===== src/rtl/mcg_pkg.sv =====
// Package for the month calendar grid block: widths, constants, month tables
// and the start word passed from the start pipeline to the cell generator.
// No dependencies.
package mcg_pkg;

  localparam int GRID_CELLS = 42;
  localparam int CELL_W     = $clog2(GRID_CELLS);
  localparam int MONTH_W    = 4;
  localparam int YEAR_W     = 12;
  localparam int DAY_W      = 5;
  localparam int COL_W      = 3;
  localparam int SUM_W      = 13;
  localparam int Q100_W     = 6;
  localparam int PROD_W     = 25;

  localparam int DIV100_MUL   = 5243;
  localparam int DIV100_SHIFT = 19;
  localparam int CENTURY      = 100;
  localparam int YEAR_SHIFT   = 400;
  localparam int LEAP_CENTURY = 4;

  localparam logic [MONTH_W-1:0] JAN = MONTH_W'(1);
  localparam logic [MONTH_W-1:0] FEB = MONTH_W'(2);
  localparam logic [MONTH_W-1:0] DEC = MONTH_W'(12);

  localparam logic [COL_W-1:0] SAT_COL  = COL_W'(5);
  localparam logic [COL_W-1:0] LAST_COL = COL_W'(6);
  localparam logic [COL_W-1:0] MONDAY   = COL_W'(1);
  localparam logic [COL_W-1:0] SUNDAY   = COL_W'(7);

  typedef struct packed {
    logic [MONTH_W-1:0] month;
    logic [DAY_W-1:0]   day;
    logic [MONTH_W-1:0] target_month;
    logic [DAY_W-1:0]   target_today;
    logic               leap;
  } grid_start_t;

  function automatic logic [DAY_W-1:0] month_len(input logic [MONTH_W-1:0] m,
                                                 input logic leap);
    logic [DAY_W-1:0] len;
    case (m)
      4'd2:                  len = leap ? DAY_W'(29) : DAY_W'(28);
      4'd4, 4'd6, 4'd9, 4'd11: len = DAY_W'(30);
      default:               len = DAY_W'(31);
    endcase
    return len;
  endfunction

  // floor(31 * mm / 12) with March as month one of the shifted year
  function automatic logic [4:0] month_term(input logic [MONTH_W-1:0] m);
    logic [4:0] t;
    case (m)
      4'd1:    t = 5'd28;
      4'd2:    t = 5'd31;
      4'd3:    t = 5'd2;
      4'd4:    t = 5'd5;
      4'd5:    t = 5'd7;
      4'd6:    t = 5'd10;
      4'd7:    t = 5'd12;
      4'd8:    t = 5'd15;
      4'd9:    t = 5'd18;
      4'd10:   t = 5'd20;
      4'd11:   t = 5'd23;
      default: t = 5'd25;
    endcase
    return t;
  endfunction

endpackage


===== src/rtl/mcg_req_if.sv =====
// Request channel of the month calendar grid block: one word asks for a page.
// Depends on mcg_pkg.
interface mcg_req_if import mcg_pkg::*; ();
  logic               valid;
  logic               ready;
  logic [MONTH_W-1:0] shown_month;
  logic [YEAR_W-1:0]  shown_year;
  logic [DAY_W-1:0]   today_day;

  modport source (output valid, shown_month, shown_year, today_day, input ready);
  modport sink   (input valid, shown_month, shown_year, today_day, output ready);
endinterface


===== src/rtl/mcg_cell_if.sv =====
// Cell channel of the month calendar grid block: one word per grid cell.
// Depends on mcg_pkg.
interface mcg_cell_if import mcg_pkg::*; ();
  logic              valid;
  logic              ready;
  logic [CELL_W-1:0] cell_index;
  logic [DAY_W-1:0]  day_number;
  logic              in_shown_month;
  logic              weekend;
  logic              is_today;
  logic              last;

  modport source (output valid, cell_index, day_number, in_shown_month, weekend,
                  is_today, last, input ready);
  modport sink   (input valid, cell_index, day_number, in_shown_month, weekend,
                  is_today, last, output ready);
endinterface


===== src/rtl/month_calendar_grid_core.sv =====
// Top level of the month calendar grid block: start pipeline and cell generator.
// Depends on mcg_pkg, mcg_req_if, mcg_cell_if, mcg_start, mcg_cells.
//
//   channel  dir  handshake          word
//   req      in   valid/ready        shown_month, shown_year, today_day
//   grid     out  valid/ready        cell_index, day_number, in_shown_month,
//                                    weekend, is_today, last
//
// Each request yields 42 cell words, one per cycle from the cell generator while
// grid does not stall. After a request is taken into start stage one, the first
// cell word passes start stages two and three, the cursor load and the output
// register before it is valid.
// The start stages take the next request while the current grid is emitted.
// Reset clears all valid and busy flags. A stall on grid holds the word and
// freezes the cursors; req.ready drops once the start stages are full.
module month_calendar_grid_core import mcg_pkg::*; (
  input  logic       clk_i,
  input  logic       rst_ni,
  mcg_req_if.sink    req,
  mcg_cell_if.source grid
);

  logic        start_valid;
  logic        start_ready;
  grid_start_t start_word;

  mcg_start u_start (
    .clk_i         (clk_i),
    .rst_ni        (rst_ni),
    .req           (req),
    .start_valid_o (start_valid),
    .start_ready_i (start_ready),
    .start_o       (start_word)
  );

  mcg_cells u_cells (
    .clk_i         (clk_i),
    .rst_ni        (rst_ni),
    .start_valid_i (start_valid),
    .start_ready_o (start_ready),
    .start_i       (start_word),
    .grid          (grid)
  );

endmodule


===== src/rtl/mcg_start.sv =====
// Start pipeline: three register stages turn a request into the first cell's
// day and month, the leap flag and the targets. Depends on mcg_pkg, mcg_req_if.
module mcg_start import mcg_pkg::*; (
  input  logic        clk_i,
  input  logic        rst_ni,
  mcg_req_if.sink     req,
  output logic        start_valid_o,
  input  logic        start_ready_i,
  output grid_start_t start_o
);

  logic s1_v_q, s2_v_q, s3_v_q;
  logic s1_ready, s2_ready, s3_ready;

  logic [MONTH_W-1:0] s1_mon_q;
  logic [YEAR_W-1:0]  s1_year_q;
  logic [DAY_W-1:0]   s1_today_q;

  logic [MONTH_W-1:0] s2_mon_q;
  logic               s2_a_q;
  logic [YEAR_W-1:0]  s2_year_q;
  logic [Q100_W-1:0]  s2_q100_q;
  logic [DAY_W-1:0]   s2_today_q;

  logic [SUM_W-1:0]   s3_sum_q;
  logic [MONTH_W-1:0] s3_mon_q;
  logic               s3_leap_q;
  logic [DAY_W-1:0]   s3_today_q;

  // stage 1: clamp month, divide year by one hundred
  logic [MONTH_W-1:0] mon_c;
  logic [PROD_W-1:0]  prod;
  logic [Q100_W-1:0]  q100;

  always_comb begin
    if (s1_mon_q < JAN) begin
      mon_c = JAN;
    end else if (s1_mon_q > DEC) begin
      mon_c = DEC;
    end else begin
      mon_c = s1_mon_q;
    end
    prod = PROD_W'(s1_year_q) * PROD_W'(DIV100_MUL);
    q100 = prod[DIV100_SHIFT +: Q100_W];
  end

  // stage 2: leap year and day count
  logic [YEAR_W-1:0] hund;
  logic              cent_zero;
  logic              leap;
  logic [Q100_W-1:0] yq;
  logic [SUM_W-1:0]  yy;
  logic [SUM_W-1:0]  sum;

  always_comb begin
    hund      = YEAR_W'(s2_q100_q) * YEAR_W'(CENTURY);
    cent_zero = (hund == s2_year_q);
    leap      = ((s2_year_q[1:0] == 2'd0) && !cent_zero) ||
                (cent_zero && (s2_q100_q[1:0] == 2'd0));
    yq        = s2_q100_q + Q100_W'(LEAP_CENTURY) - Q100_W'(s2_a_q & cent_zero);
    yy        = SUM_W'(s2_year_q) + SUM_W'(YEAR_SHIFT) - SUM_W'(s2_a_q);
    sum       = SUM_W'(1) + yy + (yy >> 2) - SUM_W'(yq) + SUM_W'(yq >> 2) +
                SUM_W'(month_term(s2_mon_q));
  end

  // stage 3: weekday of day one, then the first cell
  logic [4:0]         t1;
  logic [3:0]         t2;
  logic [COL_W-1:0]   rem7;
  logic [COL_W-1:0]   wd;
  logic [MONTH_W-1:0] prev_mon;
  grid_start_t        start_c;

  always_comb begin
    t1 = 5'(s3_sum_q[2:0]) + 5'(s3_sum_q[5:3]) + 5'(s3_sum_q[8:6]) +
         5'(s3_sum_q[11:9]) + 5'(s3_sum_q[12]);
    t2 = 4'(t1[2:0]) + 4'(t1[4:3]);
    rem7 = (t2 >= 4'd7) ? COL_W'(t2 - 4'd7) : t2[2:0];
    wd = (rem7 == '0) ? SUNDAY : rem7;
    prev_mon = (s3_mon_q == JAN) ? DEC : s3_mon_q - MONTH_W'(1);
    start_c.target_month = s3_mon_q;
    start_c.target_today = s3_today_q;
    start_c.leap         = s3_leap_q;
    if (wd == MONDAY) begin
      start_c.month = s3_mon_q;
      start_c.day   = DAY_W'(1);
    end else begin
      start_c.month = prev_mon;
      start_c.day   = month_len(prev_mon, s3_leap_q) - DAY_W'(wd) + DAY_W'(2);
    end
  end

  assign s3_ready  = !s3_v_q || start_ready_i;
  assign s2_ready  = !s2_v_q || s3_ready;
  assign s1_ready  = !s1_v_q || s2_ready;
  assign req.ready = s1_ready;

  always_ff @(posedge clk_i or negedge rst_ni) begin
    if (!rst_ni) begin
      s1_v_q <= 1'b0;
      s2_v_q <= 1'b0;
      s3_v_q <= 1'b0;
    end else begin
      if (s1_ready) s1_v_q <= req.valid;
      if (s2_ready) s2_v_q <= s1_v_q;
      if (s3_ready) s3_v_q <= s2_v_q;
    end
  end

  always_ff @(posedge clk_i) begin
    if (s1_ready && req.valid) begin
      s1_mon_q   <= req.shown_month;
      s1_year_q  <= req.shown_year;
      s1_today_q <= req.today_day;
    end
    if (s2_ready && s1_v_q) begin
      s2_mon_q   <= mon_c;
      s2_a_q     <= (mon_c <= FEB);
      s2_year_q  <= s1_year_q;
      s2_q100_q  <= q100;
      s2_today_q <= s1_today_q;
    end
    if (s3_ready && s2_v_q) begin
      s3_sum_q   <= sum;
      s3_mon_q   <= s2_mon_q;
      s3_leap_q  <= leap;
      s3_today_q <= s2_today_q;
    end
  end

  assign start_valid_o = s3_v_q;
  assign start_o       = start_c;

endmodule


===== src/rtl/mcg_cells.sv =====
// Cell generator: while grid does not stall, walks the day and month cursors
// one cell per cycle into a registered output word. Depends on mcg_pkg, mcg_cell_if.
module mcg_cells import mcg_pkg::*; (
  input  logic        clk_i,
  input  logic        rst_ni,
  input  logic        start_valid_i,
  output logic        start_ready_o,
  input  grid_start_t start_i,
  mcg_cell_if.source  grid
);

  logic               busy_q;
  logic [CELL_W-1:0]  cnt_q;
  logic [COL_W-1:0]   col_q;
  logic [DAY_W-1:0]   day_q;
  logic [MONTH_W-1:0] mon_q;
  logic [MONTH_W-1:0] tmon_q;
  logic [DAY_W-1:0]   ttoday_q;
  logic               leap_q;

  logic               ov_q;
  logic [CELL_W-1:0]  idx_q;
  logic [DAY_W-1:0]   dnum_q;
  logic               inm_q;
  logic               wkend_q;
  logic               today_q;
  logic               last_q;

  logic out_free, emit, last_cell, load, inm;

  assign out_free      = !ov_q || grid.ready;
  assign emit          = busy_q && out_free;
  assign last_cell     = (cnt_q == CELL_W'(GRID_CELLS - 1));
  assign start_ready_o = !busy_q || (emit && last_cell);
  assign load          = start_valid_i && start_ready_o;
  assign inm           = (mon_q == tmon_q);

  always_ff @(posedge clk_i or negedge rst_ni) begin
    if (!rst_ni) begin
      busy_q <= 1'b0;
      cnt_q  <= '0;
      col_q  <= '0;
      ov_q   <= 1'b0;
    end else begin
      if (load) begin
        busy_q <= 1'b1;
        cnt_q  <= '0;
        col_q  <= '0;
      end else if (emit) begin
        busy_q <= !last_cell;
        cnt_q  <= cnt_q + CELL_W'(1);
        col_q  <= (col_q == LAST_COL) ? '0 : col_q + COL_W'(1);
      end
      if (out_free) ov_q <= emit;
    end
  end

  always_ff @(posedge clk_i) begin
    if (load) begin
      day_q    <= start_i.day;
      mon_q    <= start_i.month;
      tmon_q   <= start_i.target_month;
      ttoday_q <= start_i.target_today;
      leap_q   <= start_i.leap;
    end else if (emit) begin
      if (day_q < month_len(mon_q, leap_q)) begin
        day_q <= day_q + DAY_W'(1);
      end else begin
        day_q <= DAY_W'(1);
        mon_q <= (mon_q == DEC) ? JAN : mon_q + MONTH_W'(1);
      end
    end
    if (emit) begin
      idx_q   <= cnt_q;
      dnum_q  <= day_q;
      inm_q   <= inm;
      wkend_q <= (col_q >= SAT_COL);
      today_q <= inm && (day_q == ttoday_q);
      last_q  <= last_cell;
    end
  end

  assign grid.valid          = ov_q;
  assign grid.cell_index     = idx_q;
  assign grid.day_number     = dnum_q;
  assign grid.in_shown_month = inm_q;
  assign grid.weekend        = wkend_q;
  assign grid.is_today       = today_q;
  assign grid.last           = last_q;

endmodule


===== src/flat_wrapper.sv =====
// flat-port wrapper written by rule: the top's interface ports become plain ports
module month_calendar_grid_core_flat import mcg_pkg::*;
  (clk_i, rst_ni, req_valid, req_shown_month, req_shown_year, req_today_day, req_ready, grid_valid, grid_cell_index, grid_day_number, grid_in_shown_month, grid_weekend, grid_is_today, grid_last, grid_ready);
  mcg_req_if req_i ();
  mcg_cell_if grid_i ();
  input  logic clk_i;
  input  logic rst_ni;
  input wire logic [$bits(req_i.valid)-1:0] req_valid;
  input wire logic [$bits(req_i.shown_month)-1:0] req_shown_month;
  input wire logic [$bits(req_i.shown_year)-1:0] req_shown_year;
  input wire logic [$bits(req_i.today_day)-1:0] req_today_day;
  output wire logic [$bits(req_i.ready)-1:0] req_ready;
  output wire logic [$bits(grid_i.valid)-1:0] grid_valid;
  output wire logic [$bits(grid_i.cell_index)-1:0] grid_cell_index;
  output wire logic [$bits(grid_i.day_number)-1:0] grid_day_number;
  output wire logic [$bits(grid_i.in_shown_month)-1:0] grid_in_shown_month;
  output wire logic [$bits(grid_i.weekend)-1:0] grid_weekend;
  output wire logic [$bits(grid_i.is_today)-1:0] grid_is_today;
  output wire logic [$bits(grid_i.last)-1:0] grid_last;
  input wire logic [$bits(grid_i.ready)-1:0] grid_ready;
  assign req_i.valid = req_valid;
  assign req_i.shown_month = req_shown_month;
  assign req_i.shown_year = req_shown_year;
  assign req_i.today_day = req_today_day;
  assign req_ready = req_i.ready;
  assign grid_valid = grid_i.valid;
  assign grid_cell_index = grid_i.cell_index;
  assign grid_day_number = grid_i.day_number;
  assign grid_in_shown_month = grid_i.in_shown_month;
  assign grid_weekend = grid_i.weekend;
  assign grid_is_today = grid_i.is_today;
  assign grid_last = grid_i.last;
  assign grid_i.ready = grid_ready;
  month_calendar_grid_core u_core (.clk_i(clk_i), .rst_ni(rst_ni), .req(req_i), .grid(grid_i));
endmodule

===== config.mk =====
export PLATFORM = sky130hd
export DESIGN_NAME = month_calendar_grid_core_flat
export DESIGN_NICKNAME = d
export VERILOG_FILES = /design/src/rtl/mcg_pkg.sv /design/src/rtl/mcg_req_if.sv /design/src/rtl/mcg_cell_if.sv /design/src/rtl/month_calendar_grid_core.sv /design/src/rtl/mcg_start.sv /design/src/rtl/mcg_cells.sv /design/src/flat_wrapper.sv
export SDC_FILE = /design/constraint.sdc
export NUM_CORES = 1
export LEC_CHECK = 0
export ABC_AREA = 1
export CAP_MARGIN = 30
export CORE_ASPECT_RATIO = 0.8
export CORE_MARGIN = 4
export CORE_UTILIZATION = 25
export DETAILED_ROUTE_END_ITERATION = 8
export DONT_BUFFER_PORTS = 1
export GPL_ROUTABILITY_DRIVEN = 0
export SYNTH_ARGS = -nofsm -noshare
export SYNTH_HDL_FRONTEND = slang
export SYNTH_HIERARCHICAL = 1
export SYNTH_SLANG_ARGS = --single-unit

===== constraint.sdc =====
create_clock -name clk_i -period 9.01 [get_ports clk_i]
set_input_delay 0.4505 -clock clk_i [delete_from_list [all_inputs] [get_ports clk_i]]
set_output_delay 0.4505 -clock clk_i [all_outputs]
set_load 0.01 [all_outputs]

After elaboration in Yosys (flattened, before gate mapping)
Memories as Yosys holds them, arrays and structs flattened. A register that Yosys moved wholly into a read port is not among the register bits. Cells that the tools add are included.

Bitwise gates (word level): 1. Equality and inequality tests: 19. $lt $le $gt $ge: 6. Multipliers: 2. $add $sub $neg: 22. Muxes and demuxes: 28. Reductions and logical operators: 29.

Operators with widths (number): 4-bit two-way mux (8); 5-bit two-way mux (6); 12-bit by 13-bit multiplier with 25-bit output, second input constant (1); 4-bit equality test, second input constant (5); 4-bit by 3-bit equality test with 1-bit output, second input constant (4); 3-bit two-way mux (5); 1-bit by 13-bit adder with 13-bit output, first input constant (1); 12-bit by 9-bit adder with 13-bit output, second input constant (1); 13-bit by 11-bit adder with 13-bit output (1); 13-bit by 4-bit adder with 13-bit output (1); 13-bit by 5-bit adder with 13-bit output (1); 13-bit by 1-bit subtractor with 13-bit output (1); 13-bit by 6-bit subtractor with 13-bit output (1); 12-bit equality test (1); 6-bit two-way mux (2); 6-bit by 5-bit multiplier with 10-bit output, second input constant (1); 1-bit logical AND (9); 9-bit two-way mux (1); 4-bit by 2-bit equality test with 1-bit output, second input constant (2); 2-bit case mux with 2 select lines (2); 4-bit OR reduction (2); 1-bit logical NOT (7); 6-bit by 1-bit adder with 6-bit output, second input constant (1); 6-bit by 3-bit adder with 6-bit output, second input constant (1); 33 further kinds (42).

Bits of input ports: 25. ROM bits: 80. Flip-flop bits (word level): 120. Output and inout port bits: 17. Memories: 1. Word-level logic and storage cells: 138.

Memories: (name not given) (depth 16, bits a word 5, read ports 1, clocked after Yosys merged registers in 1, wr ports 0, line mcg_pkg.sv:53) `case (m)`.

Longest topological paths before layout
Depth after elaboration: 15. Mapped depth: 36. Depth with buffers taken out: 36.

By module
The synthesis kept the hierarchy.

Modules (own cells, without submodules): mcg_start (sequential area each 2337.2 µm², times used 1, cells an instance 936, area each 8848.5 µm²); mcg_cells (sequential area each 1296.2 µm², times used 1, cells an instance 191, area each 2114.5 µm²).

Least setup slack after synthesis
No wires, ideal clock.

Kind: register to register. Start: register u_core.u_start.s2_q100_q[3]. End: register u_core.u_start.s3_sum_q[10] (data pin). Data required time: 8.748 ns. Clock period less this slack: 6.687 ns. Data arrival time: 6.424 ns. Stages on the path, launching flop included: 32. Buffers on the path: 0. Path slack: 2.323 ns. Library setup time: 0.262 ns. Cell sequence: edfxtp_1 inv_1 ha_1 ha_1 ha_1 ha_1 nand2_1 inv_1 a21boi_0 nand2_1 nand2_1 nand2_1 a21oi_1 nand2_1 nor2_1 ha_1 inv_1 ha_1 fa_1 a211o_1 xor2_1 fa_1 fa_1 fa_1 inv_1 ha_1 a21oi_1 nand2_1 a21boi_1 o21ai_0 a21oi_1 xor2_1.

Cells in the longest elaborated chain, start to end: 7. Elaborated cells between the ends (all ways): 8. Those cells by class: add/sub (5); mul (1); eq/ne (1); bitwise (1).

Ends and longest elaborated chain: from (decl) (line mcg_start.sv:22) `logic [Q100_W-1:0] s2_q100_q;`; from (signal assigned) (line mcg_start.sv:120) `s2_q100_q <= q100;`; 6-bit by 5-bit multiplier with 10-bit output (line mcg_start.sv:56) `hund = YEAR_W'(s2_q100_q) * YEAR_W'(CENTURY);`; 12-bit equality test (line mcg_start.sv:57) `cent_zero = (hund == s2_year_q);`; 1-bit AND (line mcg_start.sv:60) `yq = s2_q100_q + Q100_W'(LEAP_CENTURY) - Q100_W'(s2_a_q & cent_zero);`; 6-bit by 1-bit subtractor with 6-bit output * (line mcg_start.sv:60); 13-bit by 6-bit subtractor with 13-bit output (line mcg_start.sv:62) `sum = SUM_W'(1) + yy + (yy >> 2) - SUM_W'(yq) + SUM_W'(yq >> 2) +`; 13-bit by 4-bit adder with 13-bit output * (line mcg_start.sv:62); 13-bit by 5-bit adder with 13-bit output * (line mcg_start.sv:62); via u_core.u_start.sum[10] (line mcg_start.sv:53) `logic [SUM_W-1:0] sum;`; to (signal assigned) (line mcg_start.sv:124) `s3_sum_q <= sum;`; to (decl) (line mcg_start.sv:25) `logic [SUM_W-1:0] s3_sum_q;`.

Mark *: on every way through the listed nets, which the timed path passes. The rest lies on a longest branch. A chain may end at the register's enable or synchronous reset.

Worst setup path in the final report
Same ends and word-level chain as after synthesis.

==> out/results.ini <==
[outcome]
status = finished clean

[synth]
synth_common_cells = inv_1, nand2_1, ha_1, edfxtp_1, fa_1
synthSimpleGateAreaFrac_pct = 13.75
synth_most_common_cell = inv_1
yosysUniqueCellTypes = 51
netlist_area_um2 = 10960
synth.area.mux_share_pct = 0.09130
ys_seq_area_share_pct = 33.14
synthArstFlopShare_pct = 11.20
synth_xor_area_share_pct = 4.508
syn_avg_cell_area_um2 = 9.728
synth_nets = 1405
synth_top_area_share_pct = 29.03
synth_top_family_by_area = adder cells
synth_flop_cell = edfxtp_1
synth-compound-area-share_pct = 6.197
synthAdderAreaFrac_pct = 33.87
synth_warnings = 6
synthCells = 1127
synth_area_leaders = edfxtp_1, ha_1, fa_1
synth-edff-count = 106
synth-seq-cells = 125
synth_area_leader_cell = edfxtp_1

[job]
drv_cap = 0

[clock_network]
clock-sinks = 125
cts_buffers = 17
insertion_delay_ns = 0.42
cts.reportedPaths.clkPinSlew_ns = 0.07
ctsRootBufferMaster = clkbuf_16
htree_levels = 4
max-clock-path-buffers = 2
cts_tree = built
cts_setup_buffers = 0

[layout]
drive_above_1_share_pct = 6.163
antennaDiodeCount = 0
final_area_um2 = 12220
fillers = 4509
area_delta_synth_final_pct = 11.47
nets = 1417

[timing]
hold_ws_ns = 0.1225
fin_crit_sh_pct = 80.76
relSlewSlack_pct = 40.49
slew_viol_final = 0
tightest_slew_ns = 0.8917
hold_viol = 0
setup_slack_ns = 1.733
layout_min_cycle_time_ns = 7.277
final.setup.tns_ns = 0
rsz0062_at_grt = no
fmax_mhz = 137.4
fin_skew_ns = 0.01151
setup_viol = 0

[worst_hold_path]
hp-start = req_shown_year[10]
hp-class = in2reg
worstHoldEndpoint = u_core/u_start/s1_year_q[10]
hold_depth = 0

[place]
place_area_um2 = 11610
pre_cts_ws_ns = 1.713
place_hpwl_um = 17800
port_buffers = 0

[worst_setup_path]
cp_max_fo = 7
end_kind = flip-flop
r2r-start = u_core/u_start/s2_q100_q[3]
reg2reg_setup_slack_ns = 1.73
critPathLaunchType = flip-flop
required_ns = 9.18
crit_type = reg2reg
r2r-end = u_core/u_start/s3_sum_q[10]
slowest_delay_ns = 0.51
critPathMostFrequentCell = ha_1
crit_slowest_cell = edfxtp_1
rr_worst_depth = 31
worstPathArrival_ns = 7.45

[floorplan]
fp.dieW_um = 242.1
coreArea_um2 = 43220
dieHeight_um = 195.3
dieArea_um2 = 47290
row_count = 68
start_util_pct = 25.36
ioPinCount = 42

[grt]
grt_pass1_vias = 7364
grt_pass1_wl_um = 36640
grt_max_degree = 32
antenna_found_initial = 0
grt.overflow.total = 0
grt_use_total_pct = 9.422

[drt]
vias = 7301
dr.pass1.iters = 6
postRouteWirelength_um = 21440
post-route-drc-count = 0
viasPerCell = 4.265
ant_nets = 0
post_drt_wl_per_cell_um = 12.52
dr.first_iter.drc_count = 372

-- cell usage in the layout (no fill, tap or decap), drive strengths merged, types with 23 or more instances in the layout --
cell type | Yosys | layout
inv | 225 | 232
nor2 | 63 | 63
ha | 180 | 180
nand3 | 48 | 48
fa | 73 | 73
a21oi | 43 | 43
edfxtp | 106 | 106
o21ai | 43 | 43
xnor2 | 23 | 23
xor2 | 30 | 30
nand2 | 191 | 191
-- per-layer routing --
metal	share of wire [%]	global-route usage, %
met4	0.78	1.956
met2	44	14.75
met1	53	13.55
met3	2.8	1.895
met5	0	0
-- critical path: cells and delay by family, from the launching register on --
kind | cells | cell delay [ns]
adder cells (fa/ha/maj) | 11 | 3.90
flip-flops | 1 | 0.51
AND/OR/NAND/NOR | 7 | 0.61
buffers and inverters | 4 | 0.23
AO/OA/AOI/OAI | 7 | 1.44
XOR/XNOR | 2 | 0.32
-- through the flow --
step | util [%] | std cells
floorplan | - | 1127
global placement | 26.86 | 1679
detailed placement | 26.86 | 1679
CTS | 28.27 | 1712
global route | 28.27 | 1712
finish | 28.27 | 1712
-- area by class of cell --
cell class | instances | area, µm² | area share (%)
clock buffers | 17 | 425.4 | 3.481
clock inverters | 15 | 177.7 | 1.454
inverters | 225 | 857.1 | 7.013
multi-input cells | 768 | 6409 | 52.44
flip-flops and latches | 125 | 3633 | 29.73
well taps | 560 | 700.7 | 5.734
repair buffers | 2 | 17.52 | 0.1433
-- repair_timing --
action,4_1_cts,5_1_grt
setup endpoints to repair,0,0
resized for setup,0,0
endpoints found under the hold margin,14,0
hold buffers,1,0
-- cell families (layout without fill, tap and decap cells) --
| kind of cell | after synthesis | count (layout) |
|---|---|---|
| simple gates | 345 | 345 |
| fa+ha+maj | 253 | 253 |
| buf+inv | 234 | 259 |
| flops | 125 | 125 |
| compound gates | 115 | 115 |
| xor+xnor | 54 | 54 |
| mux | 1 | 1 |
-- state kept, by name, indices dropped and copies added (netlist names), 5 cells and up, named ones only --
signal	count
u_core/u_start/s3_sum_q	13
u_core/u_start/s1_year_q	12
u_core/u_start/s2_year_q	12
u_core/u_cells/cnt_q	6
u_core/u_cells/grid.cell_index	6
u_core/u_start/s2_q100_q	6
u_core/u_cells/day_q	5
u_core/u_cells/grid.day_number	5
u_core/u_cells/ttoday_q	5
u_core/u_start/s1_today_q	5
u_core/u_start/s2_today_q	5
u_core/u_start/s3_today_q	5
-- worst max-delay path by stage --
stage                     cells past startpoint                        start                           to  slack, ns
after CTS                                    31  u_core/u_start/s2_q100_q[3]  u_core/u_start/s3_sum_q[10]       1.70
after floorplan                              31  u_core/u_start/s2_q100_q[3]  u_core/u_start/s3_sum_q[10]       2.32
after detailed placement                     31  u_core/u_start/s2_q100_q[3]  u_core/u_start/s3_sum_q[10]       1.71
after global routing                         31  u_core/u_start/s2_q100_q[3]  u_core/u_start/s3_sum_q[10]       1.28
final                                        31  u_core/u_start/s2_q100_q[3]  u_core/u_start/s3_sum_q[10]       1.73
after global placement                       31  u_core/u_start/s2_q100_q[3]  u_core/u_start/s3_sum_q[10]       1.91
Power is left out: the tool's default activity adds up to more than one toggle a clock period on the data nets, which glitch-free logic cannot reach.
